[src/rtl/cep_pkg.sv]
// Types and constants for the connection element parser.
// No dependencies; imported by connection_element_parser.
package cep_pkg;

  localparam int CFG_INDEX_W = 8;
  localparam int CNT_W       = 5;
  localparam int TOTAL_W     = 9;
  localparam int LEN_CMP_W   = 6;

  // Register indexes on the configuration port
  localparam logic [CFG_INDEX_W-1:0] REG_ELEMENT_TYPE = 8'd0;
  localparam logic [CFG_INDEX_W-1:0] REG_MEDIUM_TYPE  = 8'd1;

  // Mask bits that enable the optional fields
  localparam logic [7:0] BIT_V4    = 8'b0100_0000;
  localparam logic [7:0] BIT_V6    = 8'b0010_0000;
  localparam logic [7:0] BIT_PORT  = 8'b0001_0000;
  localparam logic [7:0] BIT_BSSID = 8'b0000_1000;

  typedef enum logic [2:0] {
    PH_TYPE   = 3'd0,
    PH_LENGTH = 3'd1,
    PH_MEDIUM = 3'd2,
    PH_MASK   = 3'd3,
    PH_ADDR   = 3'd4,
    PH_PORT   = 3'd5,
    PH_BSSID  = 3'd6,
    PH_ACTION = 3'd7
  } phase_t;

  localparam logic [3:0] TAG_IGNORED = 4'd8;

  localparam logic [3:0] ST_OK        = 4'd0;
  localparam logic [3:0] ST_SHORT     = 4'd1;
  localparam logic [3:0] ST_TYPE      = 4'd2;
  localparam logic [3:0] ST_LENGTH    = 4'd3;
  localparam logic [3:0] ST_MEDIUM    = 4'd4;
  localparam logic [3:0] ST_BOTH      = 4'd5;
  localparam logic [3:0] ST_V4        = 4'd6;
  localparam logic [3:0] ST_V6        = 4'd7;
  localparam logic [3:0] ST_PORT      = 4'd8;
  localparam logic [3:0] ST_BSSID     = 4'd9;
  localparam logic [3:0] ST_NO_ACTION = 4'd10;

  typedef struct packed {
    logic       type_err;
    logic       medium_err;
    logic       both_err;
  } err_flags_t;

  typedef struct packed {
    logic [7:0] in_byte;
    logic       in_last;
  } in_beat_t;

  typedef struct packed {
    logic [7:0] out_byte;
    logic [3:0] field_tag;
    logic       out_last;
    logic [3:0] frame_status;
  } out_beat_t;

  // First enabled optional field after phase 'from'; action when none is left.
  function automatic phase_t next_field(input phase_t from, input logic [7:0] mask);
    phase_t res;
    if (from < PH_ADDR && (mask & (BIT_V4 | BIT_V6)) != 8'd0) begin
      res = PH_ADDR;
    end else if (from < PH_PORT && (mask & BIT_PORT) != 8'd0) begin
      res = PH_PORT;
    end else if (from < PH_BSSID && (mask & BIT_BSSID) != 8'd0) begin
      res = PH_BSSID;
    end else begin
      res = PH_ACTION;
    end
    return res;
  endfunction

endpackage

[src/rtl/connection_element_parser.sv]
// Connection element parser: tags each frame byte, reports status on the last.
// Depends on cep_pkg.
//
// Result beats are registered: an accepted input beat shows at the output in the next cycle.
// Throughput: one beat per cycle; the output register decouples the sides,
// so input stalls only while a held result is itself stalled.
// Reset (rst, synchronous): clears frame state, both type registers and out_valid.
module connection_element_parser #(
  parameter int MIN_FRAME   = 5,
  parameter int V4_LEN      = 4,
  parameter int V6_LEN      = 16,
  parameter int PORT_BYTES  = 2,
  parameter int BSSID_BYTES = 6
) (
  input  logic                           clk,
  input  logic                           rst,
  input  logic                           in_valid,
  output logic                           in_stall,
  input  cep_pkg::in_beat_t              in_data,
  output logic                           out_valid,
  input  logic                           out_stall,
  output cep_pkg::out_beat_t             out_data,
  input  logic                           cfg_valid,
  output logic                           cfg_ready,
  input  logic [cep_pkg::CFG_INDEX_W-1:0] cfg_index,
  input  logic [7:0]                     cfg_data
);
  import cep_pkg::*;

  localparam logic [LEN_CMP_W-1:0] V4_L    = LEN_CMP_W'(V4_LEN);
  localparam logic [LEN_CMP_W-1:0] V6_L    = LEN_CMP_W'(V6_LEN);
  localparam logic [LEN_CMP_W-1:0] PORT_L  = LEN_CMP_W'(PORT_BYTES);
  localparam logic [LEN_CMP_W-1:0] BSSID_L = LEN_CMP_W'(BSSID_BYTES);
  localparam logic [TOTAL_W-1:0]   MIN_T   = TOTAL_W'(MIN_FRAME);
  localparam logic [TOTAL_W-1:0]   TOTAL_MAX = '1;

  logic [7:0] element_type_code;
  logic [7:0] medium_type_code;

  phase_t             phase, phase_next;
  logic [CNT_W-1:0]   field_count, field_count_next;
  logic [TOTAL_W-1:0] byte_total, byte_total_next;
  logic [7:0]         length_seen, length_seen_next;
  logic [7:0]         mask_seen, mask_seen_next;
  err_flags_t         error_flags, error_flags_next;
  logic               action_seen, action_seen_next;

  logic               accept;
  logic [3:0]         tag;
  logic [3:0]         status;
  logic [LEN_CMP_W-1:0] cur_len;
  logic [TOTAL_W:0]   len_plus2;

  assign cfg_ready = 1'b1;
  assign in_stall  = out_valid && out_stall;
  assign accept    = in_valid && !in_stall;

  always_comb begin
    unique case (phase)
      PH_ADDR:  cur_len = ((mask_seen & BIT_V4) != 8'd0) ? V4_L : V6_L;
      PH_PORT:  cur_len = PORT_L;
      default:  cur_len = BSSID_L;
    endcase
  end

  // Per-byte update of the frame state
  always_comb begin
    phase_next       = phase;
    field_count_next = field_count;
    length_seen_next = length_seen;
    mask_seen_next   = mask_seen;
    error_flags_next = error_flags;
    action_seen_next = action_seen;
    byte_total_next  = (byte_total != TOTAL_MAX) ? byte_total + 1'b1 : byte_total;
    tag              = {1'b0, phase};

    if (error_flags.both_err) begin
      tag = TAG_IGNORED;
    end else begin
      unique case (phase)
        PH_TYPE: begin
          if (in_data.in_byte != element_type_code) error_flags_next.type_err = 1'b1;
          phase_next = PH_LENGTH;
        end
        PH_LENGTH: begin
          length_seen_next = in_data.in_byte;
          phase_next       = PH_MEDIUM;
        end
        PH_MEDIUM: begin
          if (in_data.in_byte != medium_type_code) error_flags_next.medium_err = 1'b1;
          phase_next = PH_MASK;
        end
        PH_MASK: begin
          mask_seen_next = in_data.in_byte;
          if ((in_data.in_byte & BIT_V4) != 8'd0 && (in_data.in_byte & BIT_V6) != 8'd0) begin
            error_flags_next.both_err = 1'b1;
          end else begin
            phase_next = next_field(PH_MASK, in_data.in_byte);
          end
          field_count_next = '0;
        end
        PH_ADDR, PH_PORT, PH_BSSID: begin
          if ({1'b0, field_count} + 1'b1 >= cur_len) begin
            field_count_next = '0;
            phase_next       = next_field(phase, mask_seen);
          end else begin
            field_count_next = field_count + 1'b1;
          end
        end
        default: begin
          action_seen_next = 1'b1;
        end
      endcase
    end
  end

  // Status on the last byte, first failing check wins
  assign len_plus2 = {2'b00, length_seen_next} + (TOTAL_W+1)'(2);

  always_comb begin
    if (byte_total_next < MIN_T || byte_total_next < TOTAL_W'(4)) begin
      status = ST_SHORT;
    end else if (error_flags_next.type_err) begin
      status = ST_TYPE;
    end else if (len_plus2 != {1'b0, byte_total_next}) begin
      status = ST_LENGTH;
    end else if (error_flags_next.medium_err) begin
      status = ST_MEDIUM;
    end else if (error_flags_next.both_err) begin
      status = ST_BOTH;
    end else if (phase_next == PH_ADDR) begin
      status = ((mask_seen_next & BIT_V4) != 8'd0) ? ST_V4 : ST_V6;
    end else if (phase_next == PH_PORT) begin
      status = ST_PORT;
    end else if (phase_next == PH_BSSID) begin
      status = ST_BSSID;
    end else if (!action_seen_next) begin
      status = ST_NO_ACTION;
    end else begin
      status = ST_OK;
    end
  end

  always_ff @(posedge clk) begin
    if (rst) begin
      element_type_code <= '0;
      medium_type_code  <= '0;
    end else if (cfg_valid && cfg_ready) begin
      if (cfg_index == REG_ELEMENT_TYPE) element_type_code <= cfg_data;
      if (cfg_index == REG_MEDIUM_TYPE)  medium_type_code  <= cfg_data;
    end
  end

  always_ff @(posedge clk) begin
    if (rst) begin
      phase       <= PH_TYPE;
      field_count <= '0;
      byte_total  <= '0;
      length_seen <= '0;
      mask_seen   <= '0;
      error_flags <= '0;
      action_seen <= 1'b0;
    end else if (accept) begin
      if (in_data.in_last) begin
        // drop frame state so the next beat opens a new frame
        phase       <= PH_TYPE;
        field_count <= '0;
        byte_total  <= '0;
        length_seen <= '0;
        mask_seen   <= '0;
        error_flags <= '0;
        action_seen <= 1'b0;
      end else begin
        phase       <= phase_next;
        field_count <= field_count_next;
        byte_total  <= byte_total_next;
        length_seen <= length_seen_next;
        mask_seen   <= mask_seen_next;
        error_flags <= error_flags_next;
        action_seen <= action_seen_next;
      end
    end
  end

  // Output register: hold while stalled, advance on accept
  always_ff @(posedge clk) begin
    if (rst) begin
      out_valid <= 1'b0;
    end else if (accept) begin
      out_valid <= 1'b1;
    end else if (!out_stall) begin
      out_valid <= 1'b0;
    end
  end

  always_ff @(posedge clk) begin
    if (accept) begin
      out_data.out_byte     <= in_data.in_byte;
      out_data.field_tag    <= tag;
      out_data.out_last     <= in_data.in_last;
      out_data.frame_status <= in_data.in_last ? status : ST_OK;
    end
  end

endmodule

[config.mk]
export PLATFORM = sky130hd
export DESIGN_NAME = connection_element_parser
export DESIGN_NICKNAME = d
export VERILOG_FILES = /design/src/rtl/cep_pkg.sv /design/src/rtl/connection_element_parser.sv
export SDC_FILE = /design/constraint.sdc
export NUM_CORES = 1
export LEC_CHECK = 0
export ABC_AREA = 1
export BUFFER_PORTS_ARGS = -buffer_cell sky130_fd_sc_hd__buf_2
export CAP_MARGIN = 10
export CORE_AREA = 2 2 91 93
export DETAILED_ROUTE_END_ITERATION = 10
export DIE_AREA = 0 0 93 95
export PLACE_DENSITY = 0.82
export SYNTH_ARGS = -nofsm -noshare
export SYNTH_HDL_FRONTEND = slang
export SYNTH_SLANG_ARGS = --single-unit
export TNS_END_PERCENT = 1
[constraint.sdc]
create_clock -name clk -period 2.4 [get_ports clk]
set_input_delay 0.48 -clock clk [delete_from_list [all_inputs] [get_ports clk]]
set_output_delay 0.48 -clock clk [all_outputs]
set_load 0.02 [all_outputs]
==> parameters.txt, run 1 <==
Parameter                              Value

Placed design
  Worst setup timing slack at the placement stage ... -149.5 ps
  HPWL after detailed placement ... 6.652 mm
  Buffers on Ports ... 48
  Final estimated routing congestion in global placement ... between 0.9 and 1

Finish
  Area grow syn2layout ... 28.72%
  Commonest non-fill, non-tap cell in the layout ... nand2_1
  Number of antenna repair diodes ... 0
  Fill cell total of the finished layout ... around 660
  Post-layout nets ... 647
  Share of cells above drive strength 1 ... 0.3003
  Highest-count cells in the layout ignoring fill and taps ... nand2_1, inv_1, buf_2

Die
  DIE AREA ... 8835 sq um
  Die Wd ... 93 um
  # rows ... 33
  Area of the core ... 7928 sq um
  Overall die height ... 95 um
  Initial cell density of the core ... 0.4787
  Boundary Pins ... 50

Worst hold path
  WHS Path Cells ... 1
  Min-Delay Endpoint ... out_data[16]$_DFFE_PP_
  Hold/Removal Path Class ... in2reg
  Worst min-delay path startpoint ... in_data[8]

Power
  Maximum vdd ir drop ... 0.3491 mV
  NetSw ... 683.1 uW
  Cell internal pwr ... roughly 1800 uW
  Seq pwr share ... 0.471
  Switching power share of the total ... 0.2703
  Leakage power of the design ... 0.002121 uW
  Power density over the cells ... between 500 and 600 nW/um^2
  Power Total ... 2527 uW
  Proportion of power drawn by the clock network ... 0.400
  Combinational cell fraction of total power ... 0.129

Synthesis
  Proportion of netlist area held by the largest area contributor ... 0.2638
  Top post-synthesis cells by area ... dfxtp_1, nand2_1, edfxtp_1
  Mean area per synthesized cell ... 7.187 sq um
  Share of synthesized area occupied by flip-flops and latches ... 0.3983
  Cells after Synth ... 528
  Number of warnings reported in the yosys synthesis log ... 0
  Net Count, Synth ... 564
  FF+latch count, synth ... 67
  Dominant register cell in the synthesized netlist ... dfxtp_1
  Count of cell types in the netlist ... 46
  Count of flip-flops with a built-in enable after synthesis ... 17
  Post-synthesis cell type with the largest combined area ... dfxtp_1
  Synthesized area ... 3795 sq um
  FFs w/ async S/R, synth ... 0

Timing
  Worst hold slack ... roughly 300 ps
  Slew headroom ... 0.5226
  Slew @ Worst Pin ... 708.7 ps
  Maximum clock skew at final layout ... 7.276 ps
  Final sum of negative setup slack ... -710.5 ps
  Number of setup violations in the final report ... 4
  Max Transition Viols Final ... 0
  Final Hold Violating Endpoints ... 0
  Worst path setup slack after routing ... -202.4 ps
  Maximum operating frequency ... around 0.38 GHz
  Unrepaired setup endpoints after global routing ... yes
  Final period utilization ... 1.084
  Post-layout minimum cycle time ... 2602 ps

Global route
  Vias in the first global route ... 3634
  Leftover overflow at the end of global routing ... 0
  First-pass GRT wire length ... approximately 16 mm
  GRT Overall Usage ... 0.2252
  Largest net degree at the start of global routing ... 25
  Initial antenna violation count ... 0

Job
  Max-capacitance violation count ... 0

Clocking
  Sinks on Clock Net ... 67
  Longest Clk Path Bufs ... 2
  Clock root buffer master ... clkbuf_8
  Number of buffers created by CTS ... 9
  Clock-pin slew of the registers on the worst-case setup and hold paths ... 80 ps
  TritonCTS clock tree ... built
  H-tree Lvls ... 3
  Worst skew pair latency ... 360 ps

Critical path
  CP arrival ... ~2700 ps
  Critical path data required time ... 2510 ps
  Logic depth of the worst register-to-register path ... 17
  Capture instance of the worst register-to-register path ... out_data[0]$_SDFFCE_PN0P_
  Path type of the worst setup path ... reg2reg
  CP Launch Type ... register
  Critical-path maximum fanout ... 7
  First element of the critical path ... phase[1]$_SDFFE_PP0P_
  Critical R2R Launch ... phase[1]$_SDFFE_PP0P_
  CP Capture Type ... register
  Register-to-register setup slack ... -200 ps

Run status
  Result of the run ... finished with violations
  Failing checks ... negative setup slack

Drt
  DRT antenna net count ... 0
  Number of vias after detailed routing ... a little under 4000
  Detailed Routing Iterations Pass 1 ... 7
  Via density ... 5.492
  Remaining DRCs ... 0
  Drt initial violations ... 282
  Per-cell routed wire length ... about 15 um
  Final wirelength ... 10.71 mm
[cell usage after synthesis, types with 2 or more instances]
| library cell | instances |
|---|---|
| buf_4 | 3 |
| a211oi_1 | 11 |
| a22oi_1 | 2 |
| nand4_1 | 7 |
| inv_2 | 4 |
| o21ai_2 | 4 |
| or2_2 | 8 |
| xnor2_1 | 12 |
| nor3_2 | 2 |
| o22ai_1 | 2 |
| xor2_1 | 7 |
| inv_1 | 56 |
| nand2_1 | 150 |
| dfxtp_1 | 50 |
| buf_6 | 2 |
| ha_1 | 6 |
| o21ai_0 | 16 |
| nand3_1 | 35 |
| or4_1 | 3 |
| edfxtp_1 | 17 |
| nor2_1 | 47 |
| a21oi_1 | 45 |
| a31oi_1 | 3 |
| nor3_1 | 4 |
| clkbuf_1 | 10 |
| o21bai_1 | 2 |
[power groups by stage]
stage	sequential, uW	clock, uW	combinational (uW)
2_1_floorplan	1240	0	155
6_report	1190	1010	326
3_5_place_dp	1220	0	278
5_1_grt	1190	1070	355
3_3_place_gp	1220	0	271
4_1_cts	1190	1010	288
[state kept, by name (all words and copies together), names as in the netlist]
name	flops
out_data	17
byte_total	9
element_type_code	8
length_seen	8
medium_type_code	8
field_count	5
mask_seen	4
error_flags	3
phase	3
action_seen	1
out_valid	1
[through the flow]
stage | cell area (sq um) | cells | util
4_1_cts | 4583 | 713 | 0.5781
5_1_grt | 4885 | 721 | 0.6162
3_3_place_gp | 4295 | 693 | 0.5418
3_5_place_dp | 4295 | 693 | 0.5418
2_1_floorplan | 3797 | 528 | -
6_report | 4885 | 721 | 0.6162
[critical path, cell delays in order (launching register included)]
cell and delay (ps):
dfxtp_4 370, buf_6 130, inv_4 50, nand4_4 180, buf_6 210, buf_6 120, o21ai_4 250, nand2_2 100
nor2_4 150, nand3_2 90, nand2_1 100, nand2_1 60, nor2_1 100, nand2_1 110, nor2_2 140, nand2_1 60
nand2_1 70, a21oi_2 50
[worst max-delay path by stage]
stage / endpoint / cells after the start
3_3_place_gp: out_data[0]$_SDFFCE_PN0P_ / 22
5_1_grt: out_data[2]$_SDFFCE_PP0P_ / 16
2_1_floorplan: out_data[0]$_SDFFCE_PN0P_ / 22
4_1_cts: out_data[0]$_SDFFCE_PN0P_ / 22
6_report: out_data[0]$_SDFFCE_PN0P_ / 17
3_5_place_dp: out_data[0]$_SDFFCE_PN0P_ / 22
[kinds of logic after synthesis]
kind of cell | share of synthesized area
adder cells (fa/ha/maj) | 0.01978
other | 0.0009882
AO/OA/AOI/OAI | 0.1381
XOR/XNOR | 0.04385
AND/OR/NAND/NOR | 0.3142
buffers and inverters | 0.08473
flip-flops | 0.3983
[repair_timing]
action | in CTS | in global routing
resized for setup | 13 | 60
setup buffers | 4 | 8
pin swaps | 6 | 32
endpoints found under the setup margin | 4 | 8
hold buffers | 0 | 0
[cell type report]
| cell class | count | area [sq um] | area share |
|---|---|---|---|
| clock inverter | 6 | 61.31 | 0.01255 |
| sequential | 67 | 1520 | 0.3112 |
| timing repair buffer | 89 | 566.8 | 0.1160 |
| tap | 105 | 131.4 | 0.02690 |
| inverter | 61 | 231.5 | 0.04739 |
| clock buffer | 10 | 148.9 | 0.03048 |
| multi-input combinational | 383 | 2225 | 0.4554 |
[metal layers]
| layer | up-vias | global-route usage | share of wire |
|---|---|---|---|
| met2 | 193 | 0.4130 | 0.52 |
| met5 | - | 0 | 0 |
| li1 | 1885 | - | - |
| met3 | 36 | 0.05188 | 0.072 |
| met4 | 0 | 0.1005 | 0.030 |
| met1 | 1846 | 0.2479 | 0.38 |
(Power assumes the default switching activity.)
==> inputs of run 2 (changes only) <==
--- a/config.mk
+++ b/config.mk
@@ -12,6 +12,7 @@
 export DETAILED_ROUTE_END_ITERATION = 10
 export DIE_AREA = 0 0 93 95
 export PLACE_DENSITY = 0.82
+export SKIP_CTS_REPAIR_TIMING = 1
 export SYNTH_ARGS = -nofsm -noshare
 export SYNTH_HDL_FRONTEND = slang
 export SYNTH_SLANG_ARGS = --single-unit
==> run 2 against run 1 <==
The flow still finishes with violations (negative setup slack); total power decreased by 0.18%; final area decreased by 1.5%; clock skew about the same; cell count decreased by 0.42%; register-to-register slack improved by 30 ps; sequential power about the same; clock power about the same; combinational power decreased by 2%; worst setup slack improved by 33 ps; via count decreased by 1.3%; clock-buffer cell count unchanged; largest cell class unchanged.
==> parameters.txt, run 2 (same netlist as run 1, synthesis figures left out) <==
Parameter                              Value

Timing
  Max Transition Viols Final ... 0
  Maximum operating frequency ... around 0.39 GHz
  Final Hold Violating Endpoints ... 0
  Worst hold slack ... 298.5 ps
  Slew @ Worst Pin ... ~690 ps
  Final sum of negative setup slack ... -578.3 ps
  Final period utilization ... 1.071
  Number of setup violations in the final report ... 4
  Worst path setup slack after routing ... -169.4 ps
  Post-layout minimum cycle time ... 2569 ps
  Slew headroom ... 0.5370
  Unrepaired setup endpoints after global routing ... yes
  Maximum clock skew at final layout ... 6.782 ps

Clocking
  Clock-pin slew of the registers on the worst-case setup and hold paths ... ~80 ps
  Number of buffers created by CTS ... 9
  Worst skew pair latency ... 370 ps
  Sinks on Clock Net ... 67
  Clock root buffer master ... clkbuf_8
  TritonCTS clock tree ... built
  H-tree Lvls ... 3
  Longest Clk Path Bufs ... 2

Power
  Cell internal pwr ... 1842 uW
  Proportion of power drawn by the clock network ... 0.401
  Switching power share of the total ... 0.2696
  NetSw ... 680.0 uW
  Combinational cell fraction of total power ... 0.127
  Leakage power of the design ... 0.002102 uW
  Maximum vdd ir drop ... 0.3454 mV
  Power density over the cells ... 524.5 nW/um^2
  Seq pwr share ... 0.472

Global route
  Vias in the first global route ... 3579
  First-pass GRT wire length ... 15.44 mm
  Initial antenna violation count ... 0
  GRT Overall Usage ... 0.2223
  Leftover overflow at the end of global routing ... 0
  Largest net degree at the start of global routing ... 25

Placed design
  Buffers on Ports ... 48
  Worst setup timing slack at the placement stage ... -149.5 ps
  Final estimated routing congestion in global placement ... 0.9305
  Placed Area ... 4295 sq um
  HPWL after detailed placement ... roughly 6.7 mm
  Cells after DPL ... 693

Finish
  Biggest register ... out_data
  Number of antenna repair diodes ... 0
  Registers with the most flip-flops ... out_data: 17 flops, byte_total: 9 flops
  Total area of multi-input combinational cells ... 2170 sq um
  Area grow syn2layout ... 26.74%
  Highest-count cells in the layout ignoring fill and taps ... nand2_1, inv_1, buf_2
  Area of all placed cells without fillers ... 4810 sq um
  Fill cell total of the finished layout ... 671
  Sequential Area ... 1519 sq um
  Number of flip-flops in the largest register ... 17
  Final Instance Count excl. Fillers ... approximately 720
  Share of cells above drive strength 1 ... 0.2806
  Commonest non-fill, non-tap cell in the layout ... nand2_1
  Post-layout nets ... 644

Die
  Initial cell density of the core ... 0.4787
  Area of the core ... 7928 sq um
  Overall die height ... 95 um
  Boundary Pins ... 50
  Die Wd ... 93 um
  DIE AREA ... 8835 sq um
  # rows ... 33

Drt
  Number of vias after detailed routing ... 3909
  Remaining DRCs ... 0
  Detailed Routing Iterations Pass 1 ... 6
  Per-cell routed wire length ... about 14 um
  Drt initial violations ... 300
  DRT antenna net count ... 0
  Via density ... 5.444
  Final wirelength ... 10.18 mm

Run status
  Result of the run ... finished with violations
  Failing checks ... negative setup slack

Critical path
  Path type of the worst setup path ... reg2reg
  CP Capture Type ... register
  CP arrival ... 2690 ps
  Critical-path maximum fanout ... 3
  Register-to-register setup slack ... -170 ps
  CP Launch Type ... register
  Critical path data required time ... 2520 ps

Job
  Max-capacitance violation count ... 0

Worst hold path
  Hold/Removal Path Class ... in2reg
==> run 2: critical path: stages, from the launching register on <==
cell     delay, ps
dfxtp_2        340
ha_1           180
nand3_1        100
xor2_1         190
ha_1           230
nor2_1         290
nand2_2        160
nand2_2        110
nand3_4         90
a21oi_4        230
nor2_4          50
nor2_1          80
nand2_1         50
nand2_1         50
nand2_1         40
nand2_1         70
a21oi_2         50
==> run 2: metrics by stage <==
stage | utilization | total power [uW]
after global placement | 0.5418 | 1487
after global routing | 0.6067 | 2614
final | 0.6067 | 2522
after detailed placement | 0.5418 | 1495
after CTS | 0.5683 | 2485
after floorplan | - | 1392
==> run 2: final timing paths <==
check / endpoint / depth (start not counted) / startpoint
max: out_data[0]$_SDFFCE_PN0P_ / 16 / field_count[0]$_SDFFE_PP0P_
min: out_data[16]$_DFFE_PP_ / 1 / in_data[8]
max reg2reg: out_data[0]$_SDFFCE_PN0P_ / 16 / field_count[0]$_SDFFE_PP0P_
min reg2reg: mask_seen[5]$_SDFFE_PP0P_ / 2 / mask_seen[5]$_SDFFE_PP0P_
==> run 2: final cells by class <==
cell class	count	share of cell area
repair buffers	86	0.1139
inverters	61	0.04813
clock buffers	10	0.03096
multi-input cells	383	0.4511
flip-flops and latches	67	0.3158
well taps	105	0.02732
clock inverters	6	0.01275
==> run 2: routing by layer <==
layer,vias to the layer above,GRT usage,routed length [um]
met5,-,0,0
met4,0,0.1029,351
met3,42,0.05028,735
met2,195,0.4010,5153
met1,1788,0.2494,3935
li1,1884,-,-
==> run 2: power by group through the flow <==
stage | Clock, uW | Sequential [uW] | Combinational [uW]
final | 1010 | 1190 | 320
after global routing | 1070 | 1190 | 350
after CTS | 1010 | 1190 | 280
after detailed placement | 0 | 1220 | 278
after global placement | 0 | 1220 | 271
after floorplan | 0 | 1240 | 155
==> inputs of run 3 (changes only) <==
--- a/config.mk
+++ b/config.mk
@@ -11,7 +11,7 @@
 export CORE_AREA = 2 2 91 93
 export DETAILED_ROUTE_END_ITERATION = 10
 export DIE_AREA = 0 0 93 95
-export PLACE_DENSITY = 0.82
+export PLACE_DENSITY = 0.71
 export SKIP_CTS_REPAIR_TIMING = 1
 export SYNTH_ARGS = -nofsm -noshare
 export SYNTH_HDL_FRONTEND = slang
==> run 3 against run 2 <==
Wire length decreased by 7.2%; first-iteration DRC count decreased by 43%; clock-buffer cell count increased by 2; via count decreased by 4.5%; the run still ends with negative setup slack left; combinational power decreased by 2%; sequential cell count unchanged; final area decreased by 1.4%; largest cell class unchanged; largest power group unchanged; non-clock buffer count unchanged; clock power increased by 4%; die area unchanged; highest routed layer unchanged.
==> parameters.txt, run 3 (same netlist as run 1, synthesis figures left out) <==
Parameter                              Value

Critical path
  CP Launch Type ... register
  Slowest-stage cell, CP ... dfxtp_2
  Cell Chain, Critical Path ... inv_2 > nor2_2 > inv_2 > nor2_2 > inv_1 > ha_1 > nand2_1 > nand2_1 > a21oi_1 > nand2_1 > nand2_2 > nand2_2 > nand2_2 > nand3_2 > a21oi_4 > nor2_4 > nor2_1 > nand2_1 > nand2_1 > nand2_1 > nand2_1 > a21oi_1
  Register-to-register setup slack ... -80 ps
  CP arrival ... 2580 ps
  Gate family responsible for the most delay along the worst path ... simple AND/OR/NAND/NOR gates
  Critical path data required time ... about 2500 ps
  Library cell appearing most often on the critical path ... nand2_1
  CP Capture Type ... register
  Path type of the worst setup path ... reg2reg
  Max incr delay on CP ... 340 ps
  Number of buffer and inverter stages on the critical path ... 3
  Critical-path maximum fanout ... 3

Power
  NetSw ... 642.3 uW
  Leakage power of the design ... 0.002073 uW
  Cell internal pwr ... 1914 uW
  Power density over the cells ... about 540 nW/um^2
  Switching power share of the total ... 0.2513
  Seq pwr share ... 0.466
  Combinational cell fraction of total power ... 0.123
  Maximum vdd ir drop ... 0.2864 mV
  Proportion of power drawn by the clock network ... 0.412

Finish
  Highest-count cells in the layout ignoring fill and taps ... nand2_1, inv_1, buf_2
  Biggest register ... out_data
  Total area of multi-input combinational cells ... ~2100 sq um
  Fill cell total of the finished layout ... ~740
  Sequential Area ... 1515 sq um
  Area grow syn2layout ... 24.93%
  Final core utilization ... 0.5980
  Registers with the most flip-flops ... out_data: 17 flops, byte_total: 9 flops
  Number of antenna repair diodes ... 0
  Share of cells above drive strength 1 ... 0.2545
  Commonest non-fill, non-tap cell in the layout ... nand2_1
  Post-layout nets ... between 600 and 700
  Area of all placed cells without fillers ... roughly 4700 sq um
  Number of flip-flops in the largest register ... 17

Placed design
  Buffers on Ports ... 48
  HPWL after detailed placement ... between 6 and 7 mm
  Placed Area ... about 4300 sq um
  Final estimated routing congestion in global placement ... 0.9186

Timing
  Maximum clock skew at final layout ... 4.574 ps
  Slew @ Worst Pin ... ~600 ps
  Maximum operating frequency ... 0.4034 GHz
  Post-layout minimum cycle time ... approximately 2500 ps
  Unrepaired setup endpoints after global routing ... yes
  Number of setup violations in the final report ... 3
  Final Hold Violating Endpoints ... 0
  Max Transition Viols Final ... 0
  Worst path setup slack after routing ... -79.01 ps
  Final period utilization ... 1.033
  Slew headroom ... 0.5997

Drt
  Remaining DRCs ... 0
  Drt initial violations ... 170
  Per-cell routed wire length ... 13.15 um
  Detailed Routing Iterations Pass 1 ... 5
  Final wirelength ... approximately 9.4 mm
  Via density ... about 5.2
  DRT antenna net count ... 0
  Number of vias after detailed routing ... 3735

Die
  Die Wd ... 93 um
  # rows ... 33
  Overall die height ... 95 um
  Initial cell density of the core ... 0.4787
  DIE AREA ... 8835 sq um
  Boundary Pins ... 50
  Area of the core ... 7928 sq um

Global route
  Initial antenna violation count ... 0
  Vias in the first global route ... 3452
  Largest net degree at the start of global routing ... 36
  Leftover overflow at the end of global routing ... 0
  First-pass GRT wire length ... around 15 mm
  GRT Overall Usage ... 0.2212

Worst hold path
  Hold/Removal Path Class ... in2reg

Clocking
  Longest Clk Path Bufs ... 2
  Number of buffers created by CTS ... 9
  Clock-pin slew of the registers on the worst-case setup and hold paths ... 70 ps
  TritonCTS clock tree ... built
  Sinks on Clock Net ... 67
  Worst skew pair latency ... 350 ps
  H-tree Lvls ... 3
  Clock root buffer master ... clkbuf_8

Job
  Max-capacitance violation count ... 0

Run status
  Failing checks ... negative setup slack
  Result of the run ... finished with violations
[run 3: cell count changes in the layout (fill, tap and decap cells not counted), sizes merged]
cell      change
bufinv        +1
clkbuf        +2
clkinvlp      -1
inv           -2
[run 3: path summary, 6_finish.rpt]
check | startpoint | endpoint | depth (start not counted)
min | in_data[8] | out_data[16]$_DFFE_PP_ | 1
max reg2reg | phase[2]$_SDFFE_PP0P_ | out_data[0]$_SDFFCE_PN0P_ | 22
max | phase[2]$_SDFFE_PP0P_ | out_data[0]$_SDFFCE_PN0P_ | 22
min reg2reg | mask_seen[5]$_SDFFE_PP0P_ | mask_seen[5]$_SDFFE_PP0P_ | 2
[run 3: cell type report]
cell class	count	area share
multi-input cells	383	0.4431
flip-flops and latches	67	0.3196
repair buffers	86	0.1148
inverters	61	0.04856
clock buffers	12	0.03061
well taps	105	0.02771
clock inverters	4	0.01557
[run 3: metrics by stage]
stage          setup TNS (ps)  hold slack [ps]  total power (uW)  worst slack [ps]  cells
6_report               -159.5            327.2              2556            -79.01    718
3_5_place_dp           -210.1            451.2              1497            -113.8    696
3_3_place_gp           -47.61            446.7              1490            -47.61    696
2_1_floorplan          -103.3            409.5              1392            -70.92    528
4_1_cts                -414.8            317.9              2542            -168.1    712
5_1_grt                -872.5            319.6              2664            -246.6    718
[run 3: power by group through the flow]
stage / registers [uW] / logic (uW) / clock network, uW
detailed placement: 1220 / 280 / 0
global route: 1190 / 345 / 1130
finish: 1190 / 314 / 1050
global placement: 1220 / 274 / 0
floorplan: 1240 / 155 / 0
CTS: 1190 / 282 / 1070
[run 3: per-layer routing]
layer	wire length, um	up-vias	share of wire	track usage
met5	0	-	0	0
met4	190	0	0.020	0.09681
met3	535	19	0.057	0.03512
met2	4704	111	0.50	0.3810
met1	4010	1721	0.42	0.2744
li1	-	1884	-	-
